**src/rtl/grid_astar_path_search_top_macros.svh**
```systemverilog
// Assertion macros shared by the grid path search RTL.
// Included by the controller and the datapath; needs clk_i and rst_ni in scope.
`ifndef GRID_ASTAR_PATH_SEARCH_TOP_MACROS_SVH
`define GRID_ASTAR_PATH_SEARCH_TOP_MACROS_SVH
`ifndef NO_ASSERTIONS
`define GAPS_ASSERT(name, prop) \
  name: assert property (@(posedge clk_i) disable iff (!rst_ni) prop) \
    else $error("assertion failed");
`define GAPS_ASSERT_NEXT(name, ante, cons) \
  name: assert property (@(posedge clk_i) disable iff (!rst_ni) (ante) |=> (cons)) \
    else $error("assertion failed");
`else
`define GAPS_ASSERT(name, prop)
`define GAPS_ASSERT_NEXT(name, ante, cons)
`endif
`endif

```
**src/rtl/gaps_pkg.sv**
```systemverilog
// Types, constants and helper functions of the grid path search block.
// Used by the controller, the datapath and the top level; depends on nothing.
package gaps_pkg;

  localparam int unsigned CoordW = 3;
  localparam int unsigned CellW = 6;
  localparam int unsigned CostW = 16;
  localparam int unsigned CostStraight = 10;
  localparam int unsigned CostDiagonal = 14;

  typedef struct packed {
    logic       operation;
    logic [2:0] cell_x;
    logic [2:0] cell_y;
    logic       passable;
    logic [2:0] start_x;
    logic [2:0] start_y;
    logic [2:0] goal_x;
    logic [2:0] goal_y;
  } in_item_t;

  typedef struct packed {
    logic [2:0] path_x;
    logic [2:0] path_y;
    logic       last;
    logic       not_found;
  } out_item_t;

  typedef enum logic [1:0] {
    OUT_NOT_FOUND,
    OUT_START,
    OUT_CHAIN
  } out_sel_e;

  typedef struct packed {
    logic     accept;
    logic     init;
    logic     scan_clr;
    logic     scan_run;
    logic     pop;
    logic     expand;
    logic     trace_init;
    logic     trace_step;
    logic     trace_load;
    logic     emit_dec;
    logic     out_load;
    out_sel_e out_sel;
  } cmd_t;

  typedef struct packed {
    logic bad_coord;
    logic same_cell;
    logic open_any;
    logic scan_done;
    logic goal_hit;
    logic dir_last;
    logic trace_end;
    logic emit_first;
    logic out_free;
  } status_t;

  // Move offsets in two's complement, straight moves first, then diagonals.
  function automatic logic [4:0] move_dx(input logic [2:0] d);
    logic [4:0] r;
    unique case (d)
      3'd0, 3'd4, 3'd7: r = 5'h1f;
      3'd2, 3'd5, 3'd6: r = 5'h01;
      default:          r = 5'h00;
    endcase
    return r;
  endfunction

  function automatic logic [4:0] move_dy(input logic [2:0] d);
    logic [4:0] r;
    unique case (d)
      3'd1, 3'd4, 3'd5: r = 5'h1f;
      3'd3, 3'd6, 3'd7: r = 5'h01;
      default:          r = 5'h00;
    endcase
    return r;
  endfunction

  function automatic logic [4:0] move_cost(input logic [2:0] d);
    return d[2] ? 5'(CostDiagonal) : 5'(CostStraight);
  endfunction

  // Diagonal cost times the Chebyshev distance.
  function automatic logic [15:0] heur(input logic [2:0] x, input logic [2:0] y,
                                       input logic [2:0] gx, input logic [2:0] gy);
    logic [2:0] ax;
    logic [2:0] ay;
    logic [2:0] m;
    ax = (x > gx) ? x - gx : gx - x;
    ay = (y > gy) ? y - gy : gy - y;
    m  = (ax > ay) ? ax : ay;
    return 16'({13'd0, m} * 16'(CostDiagonal));
  endfunction

endpackage

```
**src/rtl/grid_astar_path_search_top.sv**
```systemverilog
// Top level of the grid path search block; joins gaps_ctrl and gaps_dp.
// Depends on gaps_pkg, gaps_ctrl and gaps_dp.
//
// A map load transaction is taken in the idle state without leaving it. A run checks its
// coordinates and sets up, then for every cell popped from the open set scans all 64
// open-set entries, one entry per cycle through the cost memory's read port, and
// expands up to eight neighbor moves in turn, then traces parents back from the goal
// and emits one path cell at a time, each emission waiting for a free output register.
// Input is stalled for the whole run; the last result may still wait in
// the output register while the next transaction is taken.
module grid_astar_path_search_top #(
  parameter int unsigned MAP_SIDE = 8
) (
  input  logic                clk_i,
  input  logic                rst_ni,
  input  logic                in_valid_i,
  output logic                in_stall_o,
  input  gaps_pkg::in_item_t  in_data_i,
  output logic                out_valid_o,
  input  logic                out_stall_i,
  output gaps_pkg::out_item_t out_data_o
);

  gaps_pkg::cmd_t    cmd;
  gaps_pkg::status_t sts;

  gaps_ctrl u_ctrl (
    .clk_i      (clk_i),
    .rst_ni     (rst_ni),
    .in_valid_i (in_valid_i),
    .run_i      (in_data_i.operation),
    .in_stall_o (in_stall_o),
    .sts_i      (sts),
    .cmd_o      (cmd)
  );

  gaps_dp #(
    .MAP_SIDE (MAP_SIDE)
  ) u_dp (
    .clk_i       (clk_i),
    .rst_ni      (rst_ni),
    .in_data_i   (in_data_i),
    .cmd_i       (cmd),
    .out_stall_i (out_stall_i),
    .sts_o       (sts),
    .out_valid_o (out_valid_o),
    .out_data_o  (out_data_o)
  );

endmodule

```
**src/rtl/gaps_dp.sv**
```systemverilog
// Datapath of the grid path search: map, open set, parents, path stack, output register.
// Uses gaps_pkg and the assertion macros header; driven by gaps_ctrl commands.
`include "grid_astar_path_search_top_macros.svh"
module gaps_dp #(
  parameter int unsigned MAP_SIDE = 8
) (
  input  logic                clk_i,
  input  logic                rst_ni,
  input  gaps_pkg::in_item_t  in_data_i,
  input  gaps_pkg::cmd_t      cmd_i,
  input  logic                out_stall_i,
  output gaps_pkg::status_t   sts_o,
  output logic                out_valid_o,
  output gaps_pkg::out_item_t out_data_o
);

  localparam logic [3:0] Side = 4'(MAP_SIDE);

  logic [63:0] passable_q;
  logic [63:0] closed_q;
  logic [63:0] open_q;
  logic [31:0] fg_mem [64];
  logic [5:0]  parent_mem [64];
  logic [5:0]  chain_mem [64];

  logic [2:0]  start_x_q, start_y_q, goal_x_q, goal_y_q;
  logic [5:0]  start_cell, goal_cell;

  logic [6:0]  scan_idx_q;
  logic        rd_vld_q;
  logic [5:0]  rd_idx_q;
  logic [31:0] rd_fg_q;
  logic        best_vld_q;
  logic [37:0] best_key_q;
  logic [37:0] cand_key;

  logic [5:0]  cur_q;
  logic [15:0] g0_q;
  logic [2:0]  dir_q;

  logic [4:0]  nx, ny;
  logic        nb_in;
  logic [5:0]  nb_cell;
  logic [16:0] g_full;
  logic [17:0] f_full;
  logic [15:0] f_sat;
  logic        nb_goal;
  logic        push;

  logic [5:0]  trace_q;
  logic [5:0]  parent_rd_q;
  logic [5:0]  n_q;
  logic [5:0]  chain_rd_q;

  logic        out_valid_q;
  gaps_pkg::out_item_t out_q;

  logic        fg_we;
  logic [5:0]  fg_waddr;
  logic [31:0] fg_wdata;
  logic        par_we;
  logic [5:0]  par_waddr;
  logic [5:0]  par_wdata;

  assign start_cell = {start_y_q, start_x_q};
  assign goal_cell  = {goal_y_q, goal_x_q};

  // Neighbor under the current move.
  assign nx      = {2'b00, cur_q[2:0]} + gaps_pkg::move_dx(dir_q);
  assign ny      = {2'b00, cur_q[5:3]} + gaps_pkg::move_dy(dir_q);
  assign nb_in   = !nx[4] && !ny[4] && (nx[3:0] < Side) && (ny[3:0] < Side);
  assign nb_cell = {ny[2:0], nx[2:0]};
  assign g_full  = {1'b0, g0_q} + 17'(gaps_pkg::move_cost(dir_q));
  assign f_full  = {1'b0, g_full} +
                   18'(gaps_pkg::heur(nx[2:0], ny[2:0], goal_x_q, goal_y_q));
  assign f_sat   = (f_full > 18'h0ffff) ? 16'hffff : f_full[15:0];
  assign nb_goal = nb_in && (nb_cell == goal_cell);
  // A neighbor whose cost saturates to all ones is never pushed into the open set.
  assign push    = cmd_i.expand && nb_in && !nb_goal && passable_q[nb_cell] &&
                   !closed_q[nb_cell] && (f_sat != 16'hffff);

  assign cand_key = {rd_fg_q, rd_idx_q};

  always_comb begin
    fg_we     = cmd_i.init || push;
    fg_waddr  = cmd_i.init ? start_cell : nb_cell;
    fg_wdata  = cmd_i.init ?
                {gaps_pkg::heur(start_x_q, start_y_q, goal_x_q, goal_y_q), 16'd0} :
                {f_sat, g_full[15:0]};
    par_we    = cmd_i.init || push || (cmd_i.expand && nb_goal);
    par_waddr = cmd_i.init ? start_cell : nb_cell;
    par_wdata = cmd_i.init ? start_cell : cur_q;
  end

  always_ff @(posedge clk_i) begin
    if (fg_we) begin
      fg_mem[fg_waddr] <= fg_wdata;
    end
    if (par_we) begin
      parent_mem[par_waddr] <= par_wdata;
    end
    if (cmd_i.trace_step) begin
      chain_mem[n_q] <= trace_q;
    end
    rd_fg_q     <= fg_mem[scan_idx_q[5:0]];
    parent_rd_q <= parent_mem[trace_q];
    chain_rd_q  <= chain_mem[n_q];
  end

  always_ff @(posedge clk_i) begin
    if (cmd_i.accept) begin
      start_x_q <= in_data_i.start_x;
      start_y_q <= in_data_i.start_y;
      goal_x_q  <= in_data_i.goal_x;
      goal_y_q  <= in_data_i.goal_y;
    end
    if (cmd_i.scan_run) begin
      rd_idx_q <= scan_idx_q[5:0];
    end
    if (cmd_i.scan_run && rd_vld_q && open_q[rd_idx_q] &&
        (!best_vld_q || (cand_key < best_key_q))) begin
      best_key_q <= cand_key;
    end
    if (cmd_i.pop) begin
      cur_q <= best_key_q[5:0];
      g0_q  <= best_key_q[21:6];
    end
    if (cmd_i.trace_init) begin
      trace_q <= goal_cell;
    end else if (cmd_i.trace_load) begin
      trace_q <= parent_rd_q;
    end
    if (cmd_i.out_load) begin
      unique case (cmd_i.out_sel)
        gaps_pkg::OUT_START: out_q <= '{path_x: start_x_q, path_y: start_y_q,
                                        last: 1'b1, not_found: 1'b0};
        gaps_pkg::OUT_CHAIN: out_q <= '{path_x: chain_rd_q[2:0], path_y: chain_rd_q[5:3],
                                        last: (n_q == 6'd0), not_found: 1'b0};
        default:             out_q <= '{path_x: 3'd0, path_y: 3'd0,
                                        last: 1'b1, not_found: 1'b1};
      endcase
    end
  end

  always_ff @(posedge clk_i or negedge rst_ni) begin
    if (!rst_ni) begin
      passable_q  <= '0;
      closed_q    <= '0;
      open_q      <= '0;
      scan_idx_q  <= '0;
      rd_vld_q    <= 1'b0;
      best_vld_q  <= 1'b0;
      dir_q       <= '0;
      n_q         <= '0;
      out_valid_q <= 1'b0;
    end else begin
      if (cmd_i.accept && !in_data_i.operation &&
          ({1'b0, in_data_i.cell_x} < Side) && ({1'b0, in_data_i.cell_y} < Side)) begin
        passable_q[{in_data_i.cell_y, in_data_i.cell_x}] <= in_data_i.passable;
      end
      if (cmd_i.init) begin
        closed_q <= 64'd1 << start_cell;
        open_q   <= 64'd1 << start_cell;
      end else if (push) begin
        closed_q[nb_cell] <= 1'b1;
        open_q[nb_cell]   <= 1'b1;
      end else if (cmd_i.pop) begin
        open_q[best_key_q[5:0]] <= 1'b0;
      end
      if (cmd_i.scan_clr) begin
        scan_idx_q <= '0;
        rd_vld_q   <= 1'b0;
        best_vld_q <= 1'b0;
      end else if (cmd_i.scan_run) begin
        rd_vld_q <= !scan_idx_q[6];
        if (!scan_idx_q[6]) begin
          scan_idx_q <= scan_idx_q + 7'd1;
        end
        if (rd_vld_q && open_q[rd_idx_q]) begin
          best_vld_q <= 1'b1;
        end
      end
      if (cmd_i.pop) begin
        dir_q <= '0;
      end else if (cmd_i.expand) begin
        dir_q <= dir_q + 3'd1;
      end
      if (cmd_i.trace_init) begin
        n_q <= '0;
      end else if (cmd_i.trace_step && !sts_o.trace_end) begin
        n_q <= n_q + 6'd1;
      end else if (cmd_i.emit_dec) begin
        n_q <= n_q - 6'd1;
      end
      if (cmd_i.out_load) begin
        out_valid_q <= 1'b1;
      end else if (!out_stall_i) begin
        out_valid_q <= 1'b0;
      end
    end
  end

  always_comb begin
    sts_o.bad_coord  = ({1'b0, start_x_q} >= Side) || ({1'b0, start_y_q} >= Side) ||
                       ({1'b0, goal_x_q} >= Side) || ({1'b0, goal_y_q} >= Side);
    sts_o.same_cell  = (start_cell == goal_cell);
    sts_o.open_any   = |open_q;
    sts_o.scan_done  = scan_idx_q[6] && !rd_vld_q;
    sts_o.goal_hit   = nb_goal;
    sts_o.dir_last   = (dir_q == 3'd7);
    sts_o.trace_end  = (trace_q == start_cell) || (&n_q);
    sts_o.emit_first = (n_q == 6'd0);
    sts_o.out_free   = !out_valid_q || !out_stall_i;
  end

  assign out_valid_o = out_valid_q;
  assign out_data_o  = out_q;

  `GAPS_ASSERT(a_push_fresh, push |-> !closed_q[nb_cell])
  `GAPS_ASSERT(a_pop_open, cmd_i.pop |-> (best_vld_q && open_q[best_key_q[5:0]]))

endmodule

```
**src/rtl/gaps_ctrl.sv**
```systemverilog
// Sequencer of the grid path search: load, search, path trace and result emission.
// Uses gaps_pkg and the assertion macros header; drives gaps_dp by commands.
`include "grid_astar_path_search_top_macros.svh"
module gaps_ctrl (
  input  logic              clk_i,
  input  logic              rst_ni,
  input  logic              in_valid_i,
  input  logic              run_i,
  output logic              in_stall_o,
  input  gaps_pkg::status_t sts_i,
  output gaps_pkg::cmd_t    cmd_o
);

  localparam logic [3:0] StIdle      = 4'd0;
  localparam logic [3:0] StCheck     = 4'd1;
  localparam logic [3:0] StPopDec    = 4'd2;
  localparam logic [3:0] StScan      = 4'd3;
  localparam logic [3:0] StExpand    = 4'd4;
  localparam logic [3:0] StTrace     = 4'd5;
  localparam logic [3:0] StTraceWait = 4'd6;
  localparam logic [3:0] StEmitRd    = 4'd7;
  localparam logic [3:0] StEmitOut   = 4'd8;
  localparam logic [3:0] StNotFound  = 4'd9;

  logic [3:0] state_q, state_d;

  assign in_stall_o = (state_q != StIdle);

  always_comb begin
    state_d       = state_q;
    cmd_o         = '0;
    cmd_o.out_sel = gaps_pkg::OUT_NOT_FOUND;
    unique case (state_q)
      StIdle: begin
        if (in_valid_i) begin
          cmd_o.accept = 1'b1;
          if (run_i) begin
            state_d = StCheck;
          end
        end
      end
      StCheck: begin
        priority if (sts_i.bad_coord) begin
          state_d = StNotFound;
        end else if (sts_i.same_cell) begin
          if (sts_i.out_free) begin
            cmd_o.out_load = 1'b1;
            cmd_o.out_sel  = gaps_pkg::OUT_START;
            state_d        = StIdle;
          end
        end else begin
          cmd_o.init = 1'b1;
          state_d    = StPopDec;
        end
      end
      StPopDec: begin
        if (!sts_i.open_any) begin
          state_d = StNotFound;
        end else begin
          cmd_o.scan_clr = 1'b1;
          state_d        = StScan;
        end
      end
      StScan: begin
        cmd_o.scan_run = 1'b1;
        if (sts_i.scan_done) begin
          cmd_o.pop = 1'b1;
          state_d   = StExpand;
        end
      end
      StExpand: begin
        cmd_o.expand = 1'b1;
        priority if (sts_i.goal_hit) begin
          cmd_o.trace_init = 1'b1;
          state_d          = StTrace;
        end else if (sts_i.dir_last) begin
          state_d = StPopDec;
        end
      end
      StTrace: begin
        cmd_o.trace_step = 1'b1;
        state_d = sts_i.trace_end ? StEmitRd : StTraceWait;
      end
      StTraceWait: begin
        cmd_o.trace_load = 1'b1;
        state_d          = StTrace;
      end
      StEmitRd: begin
        state_d = StEmitOut;
      end
      StEmitOut: begin
        if (sts_i.out_free) begin
          cmd_o.out_load = 1'b1;
          cmd_o.out_sel  = gaps_pkg::OUT_CHAIN;
          if (sts_i.emit_first) begin
            state_d = StIdle;
          end else begin
            cmd_o.emit_dec = 1'b1;
            state_d        = StEmitRd;
          end
        end
      end
      StNotFound: begin
        if (sts_i.out_free) begin
          cmd_o.out_load = 1'b1;
          state_d        = StIdle;
        end
      end
      default: begin
        state_d = StIdle;
      end
    endcase
  end

  always_ff @(posedge clk_i or negedge rst_ni) begin
    if (!rst_ni) begin
      state_q <= StIdle;
    end else begin
      state_q <= state_d;
    end
  end

  `GAPS_ASSERT(a_load_free, cmd_o.out_load |-> sts_i.out_free)
  `GAPS_ASSERT_NEXT(a_run_busy, in_valid_i && !in_stall_o && run_i, in_stall_o)

endmodule

```
**config.mk**
```make
export PLATFORM = sky130hd
export DESIGN_NAME = grid_astar_path_search_top
export DESIGN_NICKNAME = d
export VERILOG_FILES = /design/src/rtl/gaps_pkg.sv /design/src/rtl/grid_astar_path_search_top.sv /design/src/rtl/gaps_dp.sv /design/src/rtl/gaps_ctrl.sv
export VERILOG_INCLUDE_DIRS = /design/src /design/src/rtl
export SDC_FILE = /design/constraint.sdc
export NUM_CORES = 2
export LEC_CHECK = 0
export ABC_AREA = 0
export BUFFER_PORTS_ARGS = -buffer_cell sky130_fd_sc_hd__buf_2
export CORE_MARGIN = 5
export CORE_UTILIZATION = 35
export CTS_BUF_LIST = sky130_fd_sc_hd__clkbuf_2 sky130_fd_sc_hd__clkbuf_4 sky130_fd_sc_hd__clkbuf_8
export CTS_CLUSTER_SIZE = 30
export DETAILED_ROUTE_END_ITERATION = 7
export GPL_ROUTABILITY_DRIVEN = 0
export PLACE_DENSITY_LB_ADDON = 0.2
export SLEW_MARGIN = 20
export SYNTH_ARGS = -nofsm -noshare
export SYNTH_HDL_FRONTEND = slang
export SYNTH_SLANG_ARGS = --single-unit
export TNS_END_PERCENT = 100
```
**constraint.sdc**
```tcl
create_clock -name clk_i -period 10.54 [get_ports clk_i]
set_input_delay 1.581 -clock clk_i [delete_from_list [all_inputs] [get_ports clk_i]]
set_output_delay 1.581 -clock clk_i [all_outputs]
set_load 0.01 [all_outputs]
```
==> flow_summary.yaml <==
run_status:
  outcome: "completed"
worst_setup_path:
  timing.reg2reg.worst_path_depth: 37
  critical-path-max-stage-delay_ns: 0.70
  critical_path_arrival_ns: 10.70
  worst_ep_required_time_ns: 11.22
  cp_slowest_cell: "nor3_1"
  crit_path_max_fanout: 64
  worst-setup-path-type: "register to register"
  critical-path-top-cell-by-count: "ha_1"
  critical_path_start_type: "register"
  timing.critical_path.to_type: "register"
global_routing:
  grt_pass1_vias: 68500
  number_of_antenna_violations_at_the_first_check_in_global_routing: 40
  globalRoute.totalOverflow: 0
  grt_start_max_net_pins: 144
  grt_use_total_pct: 19.0
  grt_first_pass_wirelength_microns: 518000
clocking:
  later_pin_clock_latency_in_the_skew_report_ns: 1.16
  cts_inserted_buffers: 545
  clock_tree.root_cell: "clkbuf_8"
  cts_resized: 0
  path_clk_slew_ns: 0.06
  cts.sink_count: 3167
  postCtsHoldBufs: 0
  cts_setup_buffers: 0
  cts_max_level: 6
  clock_tree_from_tritoncts: "yes"
  clock_path_buffers: 4
sta:
  finalClockSkew_ns: 0.118
  layout_min_cycle_time_ns: 10.02
  slew_violations: 0
  fin_crit_sh_pct: 95.1
  report.final.setup_viol: 0
  max_freq_mhz: 99.8
  grt_setup_unrepaired: "true"
  final_hold_violating_endpoints: 0
  worst_slew_pin_slew_ns: 1.25
  hold_ws_ns: 0.416
  slew_headroom_pct: 16.8
routing:
  via_count: 67200
  dr.first_iter.drc_count: 8034
  routed_wire_length_microns: 363000
  vias_cell: 5.56
  remaining_drc_errors: 0
  first_pass_iters: 6
  detail_route.wl_per_cell_microns: 30.0
  drtAntennaViolNets: 0
die:
  die_height_microns: 612
  pin_count: 34
  fp.dieW_microns: 612
  die-area_sq_mm: 0.374
  initial_utilization_pct: 35.0
  core_area_sq_mm: 0.362
  placement_rows: 221
logic_synthesis:
  synth_top_area_share_pct: 68.9
  postSynth.topFlopCell: "edfxtp_1"
  yosys-top-cells-count: "edfxtp_1 (2908), mux4_2 (825), clkbuf_1 (273)"
  synth.lib_cells_used.distinct: 81
  synthCells: 6437
  syn_area_per_cell_sq_um: 19.7
  synth.cell_area_sq_mm: 0.127
  synth-warning-count: 0
  synth-seq-area-share_pct: 73.8
  synthMostInstantiatedCell: "edfxtp_1"
  synthTopCellsByArea: "edfxtp_1 (69%), mux4_2 (15%), dfrtp_1 (4.2%)"
  net_count_synth: 6582
  synth_seq_cells: 3167
  number_of_synthesized_flops_with_an_enable_pin: 2908
  synth_largest_area_cell: "edfxtp_1"
  synthArstFlopShare_pct: 6.79
final_layout:
  fill_cells: 32200
  synthToLayoutAreaGrowth_pct: 15.0
  fin_area_sq_mm: 0.146
  final_layout_size_suffix_gt1_share_pct: 29.8
  final_nets: 6996
worst_hold_path:
  worstHoldPathCells: 0
  min_path_type: "register to register"
placement:
  post-dp-hpwl_microns: 222000
  placed_cell_area_sq_mm: 0.135
  port_buf_inserts: 33
flow_run:
  cap_violations: 0
## path summary, 6_finish.rpt
check / startpoint / to / slack (ns)
worst min-delay path: u_dp.rd_fg_q[20] / u_dp.best_key_q[26] / 0.42
min in group asynchronous: rst_ni / u_dp.passable_q[2] / 0.43
worst max-delay path: u_dp.dir_q[0] / u_dp.parent_mem[60][1] / 0.52
worst min register to register: u_dp.rd_fg_q[20] / u_dp.best_key_q[26] / 0.42
worst max register to register: u_dp.dir_q[0] / u_dp.parent_mem[60][1] / 0.52
max in group asynchronous: rst_ni / u_dp.scan_idx_q[0] / 7.61
## routing by layer
layer | global-route usage [%] | wire length (microns)
met1 | 28.5 | 162000
met2 | 29.0 | 167000
met3 | 3.27 | 26000
met4 | 4.37 | 7740
met5 | 0 | 55
## flip-flops by register name, summed over array words and instances (netlist names), 4 cells and up
signal            flops
u_dp.passable_q      64
u_dp.parent_mem     384
u_dp.g0_q            16
u_dp.trace_q          6
u_dp.parent_rd_q      6
u_dp.rd_fg_q         32
u_dp.closed_q        64
u_ctrl.state_q        4
u_dp.n_q              6
u_dp.out_data_o       8
u_dp.cur_q            6
u_dp.chain_rd_q       6
u_dp.rd_idx_q         6
u_dp.chain_mem      384
u_dp.scan_idx_q       7
u_dp.open_q          64
u_dp.fg_mem        2048
u_dp.best_key_q      38
## layout by cell type, fill, tap and decap left out, drive strengths merged, types with 69 or more instances in the layout
master,netlist,layout
a31oi,108,108
mux4,825,825
nor3,178,178
edfxtp,2908,2908
mux2,72,72
clkinv,1,165
nand3,69,69
nor2,251,251
ha,102,102
a22oi,144,144
o21ai,88,88
dfrtp,215,215
buf,108,248
a21oi,109,109
inv,110,134
nand2,234,234
clkbuf,273,738
## critical path: cells and delay by family, from the launching register on
kind	cells	cell delay [ns]
mux	2	0.76
flops	1	0.44
simple gates	5	1.37
fa+ha+maj	10	3.14
compound gates	11	2.12
buf+inv	7	1.13
xor+xnor	2	0.61
## cell families after synthesis
| logic type | after synthesis | share of synthesized area [%] |
|---|---|---|
| flops | 3167 | 73.8 |
| simple gates | 947 | 3.55 |
| mux | 913 | 15.4 |
| compound gates | 752 | 4.06 |
| buf+inv | 492 | 1.48 |
| fa+ha+maj | 121 | 1.31 |
| xor+xnor | 45 | 0.329 |
## area by class of cell
class / instances / area (sq um) / share of cell area [%]
tap: 4794 / 6000 / 4.12
inverter: 111 / 417 / 0.286
sequential: 3167 / 93600 / 64.2
timing repair buffer: 248 / 2300 / 1.58
clock buffer: 738 / 9110 / 6.25
clock inverter: 227 / 1740 / 1.19
antenna: 11 / 27.5 / 0.0189
multi-input combinational: 2778 / 32500 / 22.3
## through the flow
stage	instances	worst slack [ns]	TNS [ns]	utilization, %
floorplan	6437	-0.690	-153.28	-
global placement	11100	0.252	0	37.3
detailed placement	11100	0.404	0	37.3
CTS	12100	0.425	0	40.3
global route	12100	-0.0615	-2.31	40.3
finish	12100	0.521	0	40.3
Power is left out: the tool's default activity adds up to more than one toggle a clock period on the data nets, which glitch-free logic cannot reach.
